### src/sv/gbrc_pkg.sv
// ----------------------------------------------------------------------------
// gbrc_pkg
// Types, constants and neighbor tables for the grid reach-cost search block.
// ----------------------------------------------------------------------------
package gbrc_pkg;

    localparam int DEF_MAX_WIDTH  = 64;
    localparam int DEF_MAX_HEIGHT = 64;

    localparam logic [6:0] COST_INIT = 7'd80;
    localparam logic [6:0] STEP_ORTH = 7'd5;
    localparam logic [6:0] STEP_DIAG = 7'd7;

    // Request selector on the input tuser
    typedef enum logic [1:0] {
        FUNC_LOAD  = 2'd0,
        FUNC_START = 2'd1,
        FUNC_READ  = 2'd2,
        FUNC_NONE  = 2'd3
    } t_func;

    // Response kind on the output tuser
    localparam logic RESP_DONE = 1'b0;
    localparam logic RESP_READ = 1'b1;

    // Register indexes on the config port
    localparam logic REG_WIDTH  = 1'b0;
    localparam logic REG_HEIGHT = 1'b1;

    typedef enum logic [3:0] {
        S_INIT,
        S_IDLE,
        S_READ,
        S_CLR,
        S_SEED,
        S_POP,
        S_RDC,
        S_CHK,
        S_NRD,
        S_NEV,
        S_DONE
    } t_state;

    // Cost map word
    typedef struct packed {
        logic       inq;
        logic       reached;
        logic [6:0] cost;
    } t_cm;

    // Controller commands
    typedef struct packed {
        logic acc;
        logic sweep;
        logic sweep_obs;
        logic seed;
        logic pop;
        logic rd_cur;
        logic chk;
        logic nb_rd;
        logic nb_ev;
        logic rd_out;
        logic done_out;
    } t_ctl;

    // Datapath status
    typedef struct packed {
        logic  take;
        t_func func;
        logic  start_skip;
        logic  sweep_last;
        logic  fifo_empty;
        logic  over;
        logic  nb_skip;
        logic  nb_last;
    } t_sts;

    // Neighbor offsets: four orthogonal first, then four diagonal
    function automatic logic signed [1:0] nb_dx(input logic [2:0] k);
        logic signed [1:0] d;
        case (k)
            3'd0: d = 2'sd0;
            3'd1: d = -2'sd1;
            3'd2: d = 2'sd1;
            3'd3: d = 2'sd0;
            3'd4: d = -2'sd1;
            3'd5: d = 2'sd1;
            3'd6: d = -2'sd1;
            default: d = 2'sd1;
        endcase
        return d;
    endfunction

    function automatic logic signed [1:0] nb_dy(input logic [2:0] k);
        logic signed [1:0] d;
        case (k)
            3'd0: d = 2'sd1;
            3'd1: d = 2'sd0;
            3'd2: d = 2'sd0;
            3'd3: d = -2'sd1;
            3'd4: d = 2'sd1;
            3'd5: d = 2'sd1;
            3'd6: d = -2'sd1;
            default: d = -2'sd1;
        endcase
        return d;
    endfunction

endpackage

### src/sv/gbrc_ctrl.sv
// ----------------------------------------------------------------------------
// gbrc_ctrl
// Sequencer for map clearing, request handling and the worklist search.
// ----------------------------------------------------------------------------
module gbrc_ctrl (
    input  logic           i_clk,
    input  logic           i_rst_n,
    input  gbrc_pkg::t_sts i_sts,
    output gbrc_pkg::t_ctl o_ctl
);

    gbrc_pkg::t_state r_state;
    gbrc_pkg::t_state n_state;

    // State register
    always_ff @(posedge i_clk) begin
        if (!i_rst_n) begin
            r_state <= gbrc_pkg::S_INIT;
        end else begin
            r_state <= n_state;
        end
    end

    // Next state and commands
    always_comb begin
        n_state = r_state;
        o_ctl   = '0;
        case (r_state)
            gbrc_pkg::S_INIT: begin
                o_ctl.sweep     = 1'b1;
                o_ctl.sweep_obs = 1'b1;
                if (i_sts.sweep_last) n_state = gbrc_pkg::S_IDLE;
            end
            gbrc_pkg::S_IDLE: begin
                o_ctl.acc = 1'b1;
                if (i_sts.take) begin
                    case (i_sts.func)
                        gbrc_pkg::FUNC_START: begin
                            n_state = i_sts.start_skip ? gbrc_pkg::S_DONE : gbrc_pkg::S_CLR;
                        end
                        gbrc_pkg::FUNC_READ: n_state = gbrc_pkg::S_READ;
                        default: n_state = gbrc_pkg::S_IDLE;
                    endcase
                end
            end
            gbrc_pkg::S_READ: begin
                o_ctl.rd_out = 1'b1;
                n_state      = gbrc_pkg::S_IDLE;
            end
            gbrc_pkg::S_CLR: begin
                o_ctl.sweep = 1'b1;
                if (i_sts.sweep_last) n_state = gbrc_pkg::S_SEED;
            end
            gbrc_pkg::S_SEED: begin
                o_ctl.seed = 1'b1;
                n_state    = gbrc_pkg::S_POP;
            end
            gbrc_pkg::S_POP: begin
                if (i_sts.fifo_empty) begin
                    n_state = gbrc_pkg::S_DONE;
                end else begin
                    o_ctl.pop = 1'b1;
                    n_state   = gbrc_pkg::S_RDC;
                end
            end
            gbrc_pkg::S_RDC: begin
                o_ctl.rd_cur = 1'b1;
                n_state      = gbrc_pkg::S_CHK;
            end
            gbrc_pkg::S_CHK: begin
                o_ctl.chk = 1'b1;
                n_state   = i_sts.over ? gbrc_pkg::S_POP : gbrc_pkg::S_NRD;
            end
            gbrc_pkg::S_NRD: begin
                o_ctl.nb_rd = 1'b1;
                if (!i_sts.nb_skip) begin
                    n_state = gbrc_pkg::S_NEV;
                end else if (i_sts.nb_last) begin
                    n_state = gbrc_pkg::S_POP;
                end
            end
            gbrc_pkg::S_NEV: begin
                o_ctl.nb_ev = 1'b1;
                n_state     = i_sts.nb_last ? gbrc_pkg::S_POP : gbrc_pkg::S_NRD;
            end
            gbrc_pkg::S_DONE: begin
                o_ctl.done_out = 1'b1;
                n_state        = gbrc_pkg::S_IDLE;
            end
            default: n_state = gbrc_pkg::S_INIT;
        endcase
    end

endmodule

### config.mk
export PLATFORM = sky130hd
export DESIGN_NAME = gbrc_ctrl
export DESIGN_NICKNAME = d
export VERILOG_FILES = /design/src/sv/gbrc_pkg.sv /design/src/sv/gbrc_ctrl.sv
export SDC_FILE = /design/constraint.sdc
export NUM_CORES = 1
export LEC_CHECK = 0
export BUFFER_PORTS_ARGS = -buffer_cell sky130_fd_sc_hd__buf_4
export CAP_MARGIN = 5
export CORE_AREA = 5 5 42 44
export CTS_CLUSTER_SIZE = 8
export DETAILED_ROUTE_END_ITERATION = 6
export DIE_AREA = 0 0 47 49
export PLACE_DENSITY = 0.68
export RECOVER_POWER = 25
export SKIP_LAST_GASP = 1
export SYNTH_ARGS = -nofsm -noshare
export SYNTH_HDL_FRONTEND = slang
export SYNTH_SLANG_ARGS = --single-unit
export TNS_END_PERCENT = 1
### constraint.sdc
create_clock -name i_clk -period 2 [get_ports i_clk]
set_clock_uncertainty 0.15 [all_clocks]
set_input_delay 0.3 -clock i_clk [delete_from_list [all_inputs] [get_ports i_clk]]
set_output_delay 0.3 -clock i_clk [all_outputs]
set_load 0.05 [all_outputs]
==> results.ini, run 1 <==
[final_layout]
area_growth_pct = 32.94
multi_input_area_um2 = 411.6
fin_cells = 104
final_nets = 103
stdcell_area_um2 = 706.9
seqCellArea_um2 = 82.58
largestRegisters = r_state x4
diodes = 0
drive_above_1_share_pct = 37.50
regMostFlops = r_state
fillers = 141
largest_reg_flops = 4

[synthesis]
ys.warnings.count = 0
synth_mux_area_share_pct = 1.882
synth-compound-area-share_pct = 24.47
synth_cells = 69
synth_seq_cells = 4
synth-adder-area-share_pct = 4.706
postSynthAreaPerCell_um2 = 7.707
syn_area_um2 = 531.8
synth_cell_types = 41
yosys.area_share.simple_pct = 43.53
synth_seq_area_share_pct = 15.06
syn_nets = 82
synth_top_family_by_area = simple AND/OR/NAND/NOR gates
synthXorXnorAreaFrac_pct = 1.647

[global_route]
grt_pass1_wl_um = 2035
grt_pass1_vias = 476
grt_max_degree = 20
grt_overflow = 0
grt.total_usage_pct = 11.88
antenna_found_initial = 0

[detailed_routing]
drt-wirelength-per-cell_um = 12.38
vias = 569
drt-vias-per-instance = 5.471
antenna_left = 0
drt_iter0_drc = 7
drt_wl_total_um = 1288
drtPass1Iterations = 4
drc = 0

[clocking]
clockBufferDepth = 2
clock_latency_ns = 0.23
cts_buffers = 3
postCtsHoldBufs = 0
cts-resized-gates = 1
cts.clk_slew.worst_paths_ns = 0.04
root_buffer = clkbuf_4
htreeDepth = 1
cts_setup_buffers = 0
cts_tree = yes
cts.sinks = 4

[timing]
setup_ws_ns = 0.02716
tns_ns = 0
maxSlewViolCount = 0
max_clock_freq_ghz = 0.5069
tightest_slew_ns = 0.5652
finalCriticalPeriod_ns = 1.973
relSlewSlack_pct = 62.27
hold_viol_final = 0
rsz0062_at_grt = yes
finalSetupViolations = 0
period_share_pct = 98.64

[worst_hold_path]
hold_class = primary input to flip-flop
min_path_cells = 3

[power]
peakVddDrop_uv = 472.1
p_per_area_mw_per_mm2 = 492.5
p_leak_nw = 0.2964

[setup_path]
cp-end-kind = primary output
max_stage_delay_ns = 0.64
critPathMaxFanout = 17
worstPathArrival_ns = 1.52
crit_path_start_kind = flip-flop
criticalPathCategory = flip-flop to primary output
crit_cells = 3
path_delay_family = flip-flops
crit_chain = nand2_1, nor4_2, buf_4
critical_path.slowest_cell = dfxtp_1
worst_r2r_path_depth = 4
worstPathRequired_ns = 1.55
worst-path-buf-inv = 1

[floorplan]
core_region_area_mm2 = 0.001401
initial_core_util_pct = 37.95
die_x_um = 47
fp.dieH_um = 49
rows = 14
dieArea_mm2 = 0.002303
ios = 22

[place]
portBuffers = 21
place_ws_ns = 0.2443
dpl_cell_area_um2 = 690.7
dp_hpwl_um = 1015
dp.cells = 101
gp_congestion = 0.7764

[status]
status = complete, no violations

[run]
cap_violations = 0

## report_power, final
part / internal [mW] / switching (mW)
registers: 0.0859 / 0.0213
clock network: 0.0668 / 0.0284
logic: 0.0618 / 0.0840
## cell usage in the layout, fill, tap and decap left out, types with 2 or more instances in the layout
cell,n
a21boi_1,2
nor2_1,4
inv_1,4
nand2b_1,8
dfxtp_1,2
nor4_2,2
nor3_1,6
dfxtp_2,2
buf_4,20
ha_1,2
clkbuf_4,3
a21oi_1,2
nand2_1,2
## final timing paths
check / start / to / slack, ns
setup / recovery: r_state[2] / o_ctl[6] / 0.03
hold / removal: i_rst_n / r_state[2] / 0.19
hold reg to reg: r_state[0] / r_state[0] / 0.52
setup reg to reg: r_state[3] / r_state[1] / 0.11
## logic make-up after synthesis
group                    after synthesis
multiplexers                           1
XOR/XNOR                               1
AO/OA/AOI/OAI                         17
AND/OR/NAND/NOR                       35
buffers and inverters                  9
flip-flops                             4
adder cells (fa/ha/maj)                2
## synthesized netlist by cell type (all sizes together)
library cell	number	area share (%)
mux2i	1	1.9
nand3	1	0.94
or3b	1	1.6
a21boi	3	4.2
xor2	1	1.6
dfxtp	4	15
o2bb2ai	1	1.6
a21oi	2	1.9
a2bb2oi	1	2.8
clkbuf	1	0.71
nor3	6	5.6
nor2	4	2.8
nand2b	8	9.4
o211ai	1	1.4
buf	4	5.2
a211oi	1	1.4
nand4bb	1	2.1
a2111oi	1	1.6
nor4b	2	4.5
a21o	1	1.4
nor2b	1	1.2
and3b	1	1.6
o311ai	1	1.6
nand2	2	1.4
and3	1	1.2
nand3b	1	1.4
nor3b	2	3.8
inv	4	2.8
a31oi	1	1.2
or2	1	1.2
and4bb	1	2.4
a31o	1	1.6
ha	2	4.7
a41oi	1	1.6
nor4	2	2.4
o21ai	2	1.9
## through the flow
stage | hold WS [ns] | util [%] | power (mW)
global placement | 0.4234 | 49.29 | 0.2584
global route | 0.1710 | 50.45 | 0.3779
CTS | 0.1787 | 50.98 | 0.3602
finish | 0.1906 | 50.45 | 0.3482
floorplan | 0.2784 | - | 0.2181
detailed placement | 0.4230 | 49.29 | 0.2584
## cell type report
cell class | instances | share of cell area (%)
multi-input cells | 56 | 58.23
flip-flops and latches | 4 | 11.68
inverters | 4 | 2.124
clock buffers | 3 | 3.186
repair buffers | 21 | 21.95
well taps | 16 | 2.832
## worst reg2reg max path: cells and delay by family, from the launching register on
family             cells  cell delay [ns]
AOI/OAI and AO/OA      2             0.54
DFF                    1             0.67
and+or+nand+nor        2             0.44
## per-layer routing
layer / vias up / routed length [um] / GRT usage, %
met2: 14 / 669 / 17.87
met3: 0 / 77 / 4.797
met5: - / 0 / 0
met1: 258 / 541 / 14.85
li1: 297 / - / -
met4: 0 / 0 / 4.147
No activity file was read; power rests on OpenSTA's default activity.
==> run 2, diff against run 1 <==
Clock period 2 ns to 2.3 ns, I/O delays scaled along.
==> run 2 against run 1 <==
Net effect:
- via count rose by 2.8%
- highest routed layer is now met4
- critical path depth fell by 1
- sequential power fell by 13%
- first-iteration DRC count rose by 43%
- sequential cell count did not move
- register-to-register slack improved by 0.31 ns
- count of clock-buffer cells in the layout did not move
- final area fell by 0.88%
- largest power group unchanged
- die area did not move
- clock power fell by 10%
==> results.ini, run 2 (synthesized netlist as in run 1, its figures left out) <==
[status]
status = complete, no violations

[run]
cap_violations = 0

[final_layout]
largest_reg_flops = 4
layout_commonest_cell = buf_4
diodes = 0
final_nets = 103
fin_cells = 104
regMostFlops = r_state
area_growth_pct = 31.76
largestRegisters = r_state x4
final_cell_mix = 21 x buf_4, 8 x nand2b_1, 6 x nor3_1
drive_above_1_share_pct = 34.09
post-route-util_pct = 50.00

[timing]
relSlewSlack_pct = 59.68
finalCriticalPeriod_ns = 2.049
tightest_slew_ns = 0.6040
finalSetupViolations = 0
tns_ns = 0
period_share_pct = 89.07
setup_ws_ns = 0.2513
hold_viol_final = 0
rsz0062_at_grt = no
max_clock_freq_ghz = 0.4881
maxSlewViolCount = 0

[power]
swShare_pct = 39.09
p_leak_nw = 0.2948
p_clk_share_pct = 27.8
intPower_mw = 0.1872
p_comb_share_pct = 42.1
peakVddDrop_uv = 355.2
switchingPower_mw = 0.1202
p_per_area_mw_per_mm2 = 438.7
seqPwrFrac_pct = 30.1

[floorplan]
die_x_um = 47
initial_core_util_pct = 37.95
core_region_area_mm2 = 0.001401
dieArea_mm2 = 0.002303
fp.dieH_um = 49
ios = 22
rows = 14

[setup_path]
reg2reg_to = r_state[1]
worstReg2RegStart = r_state[3]
cp-end-kind = primary output
criticalPathCategory = flip-flop to primary output
worst_r2r_path_depth = 4
reg2reg_slack_ns = 0.42
max_stage_delay_ns = 0.69
worstPathRequired_ns = 1.80
crit_chain = nor4b_2, buf_4
critPathMaxFanout = 19
worstPathArrival_ns = 1.55
critical_path.slowest_cell = dfxtp_1
crit_path_start_kind = flip-flop

[clocking]
cts.clk_slew.worst_paths_ns = 0.03
cts_buffers = 3
cts-resized-gates = 0
cts.sinks = 4
root_buffer = clkbuf_4
htreeDepth = 1
cts_tree = yes
clockBufferDepth = 2
cts_setup_buffers = 0
clock_latency_ns = 0.23
postCtsHoldBufs = 0

[detailed_routing]
drt-wirelength-per-cell_um = 13.19
antenna_left = 0
wirelength_met1_um = 583
top_layer = met4
wl_met3_um = 74
drt_wl_total_um = 1372
drc = 0
wl_met2_um = 701
drtPass1Iterations = 4
drt-vias-per-instance = 5.625
vias = 585
drt_iter0_drc = 10

[global_route]
grt_max_degree = 20
grt_overflow = 0
grt.total_usage_pct = 13.65
antenna_found_initial = 0
grt_pass1_vias = 591
grt_pass1_wl_um = 2394

[place]
gp_congestion = 0.7475
dp_hpwl_um = 1024
dp.cells = 101
place_ws_ns = 0.5038
portBuffers = 21

[worst_hold_path]
worstHoldStart = i_rst_n
hold_class = primary input to flip-flop
min_path_cells = 2
min_to = r_state[0]

run 2: cell types whose count changed in the layout (fill, tap and decap cells not counted):
cell | previous run | this run
buf_4 | 20 | 21
nor4_2 | 2 | 1
dfxtp_1 | 2 | 4
nor4_1 | 0 | 1
clkbuf_2 | 1 | 0
dfxtp_2 | 2 | 0
run 2: cell type report:
cell class / instances / area, um2
Clock buffer: 3 / 22.52
Fill cell: 156 / 700.7
Inverter: 4 / 15.01
Multi-Input combinational cell: 56 / 405.4
Sequential cell: 4 / 80.08
Tap cell: 16 / 20.02
Timing Repair Buffer: 21 / 157.7
run 2: per-layer routing:
| metal | track usage, % | vias up |
|---|---|---|
| li1 | - | 299 |
| met1 | 16.23 | 268 |
| met2 | 22.40 | 16 |
| met3 | 3.690 | 2 |
| met4 | 5.069 | 0 |
| met5 | 0 | - |
run 2: power groups by stage:
stage          sequential (mW)  clock (mW)  combinational, mW
6_report                0.0926      0.0854              0.129
5_1_grt                 0.0943       0.102              0.140
4_1_cts                 0.0921      0.0873              0.132
3_5_place_dp            0.0931           0              0.132
3_3_place_gp            0.0927           0              0.130
2_1_floorplan           0.0769           0              0.111
run 2: how the worst max path moves through the flow:
| stage | startpoint | end | slack [ns] | depth (start not counted) |
|---|---|---|---|---|
| after floorplan | r_state[3] | o_ctl[8] | -0.29 | 2 |
| after CTS | r_state[0] | o_ctl[10] | 0.25 | 2 |
| after global placement | r_state[0] | o_ctl[10] | 0.54 | 2 |
| after global routing | r_state[0] | o_ctl[6] | 0.04 | 3 |
| after detailed placement | r_state[0] | o_ctl[6] | 0.50 | 3 |
| final | r_state[0] | o_ctl[10] | 0.25 | 2 |
run 2: worst max-delay path: cells and delay by family (launching register included):
family	cells	cell delay (ns)
buf+inv	1	0.26
simple gates	1	0.37
flops	1	0.69
run 2: per-stage QoR:
stage	power, mW	instance area (um2)	hold slack (ns)
2_1_floorplan	0.1881	538.0	0.3234
3_3_place_gp	0.2228	684.4	0.4658
3_5_place_dp	0.2250	684.4	0.4766
4_1_cts	0.3118	706.9	0.2434
5_1_grt	0.3359	700.7	0.2439
6_report	0.3074	700.7	0.2415
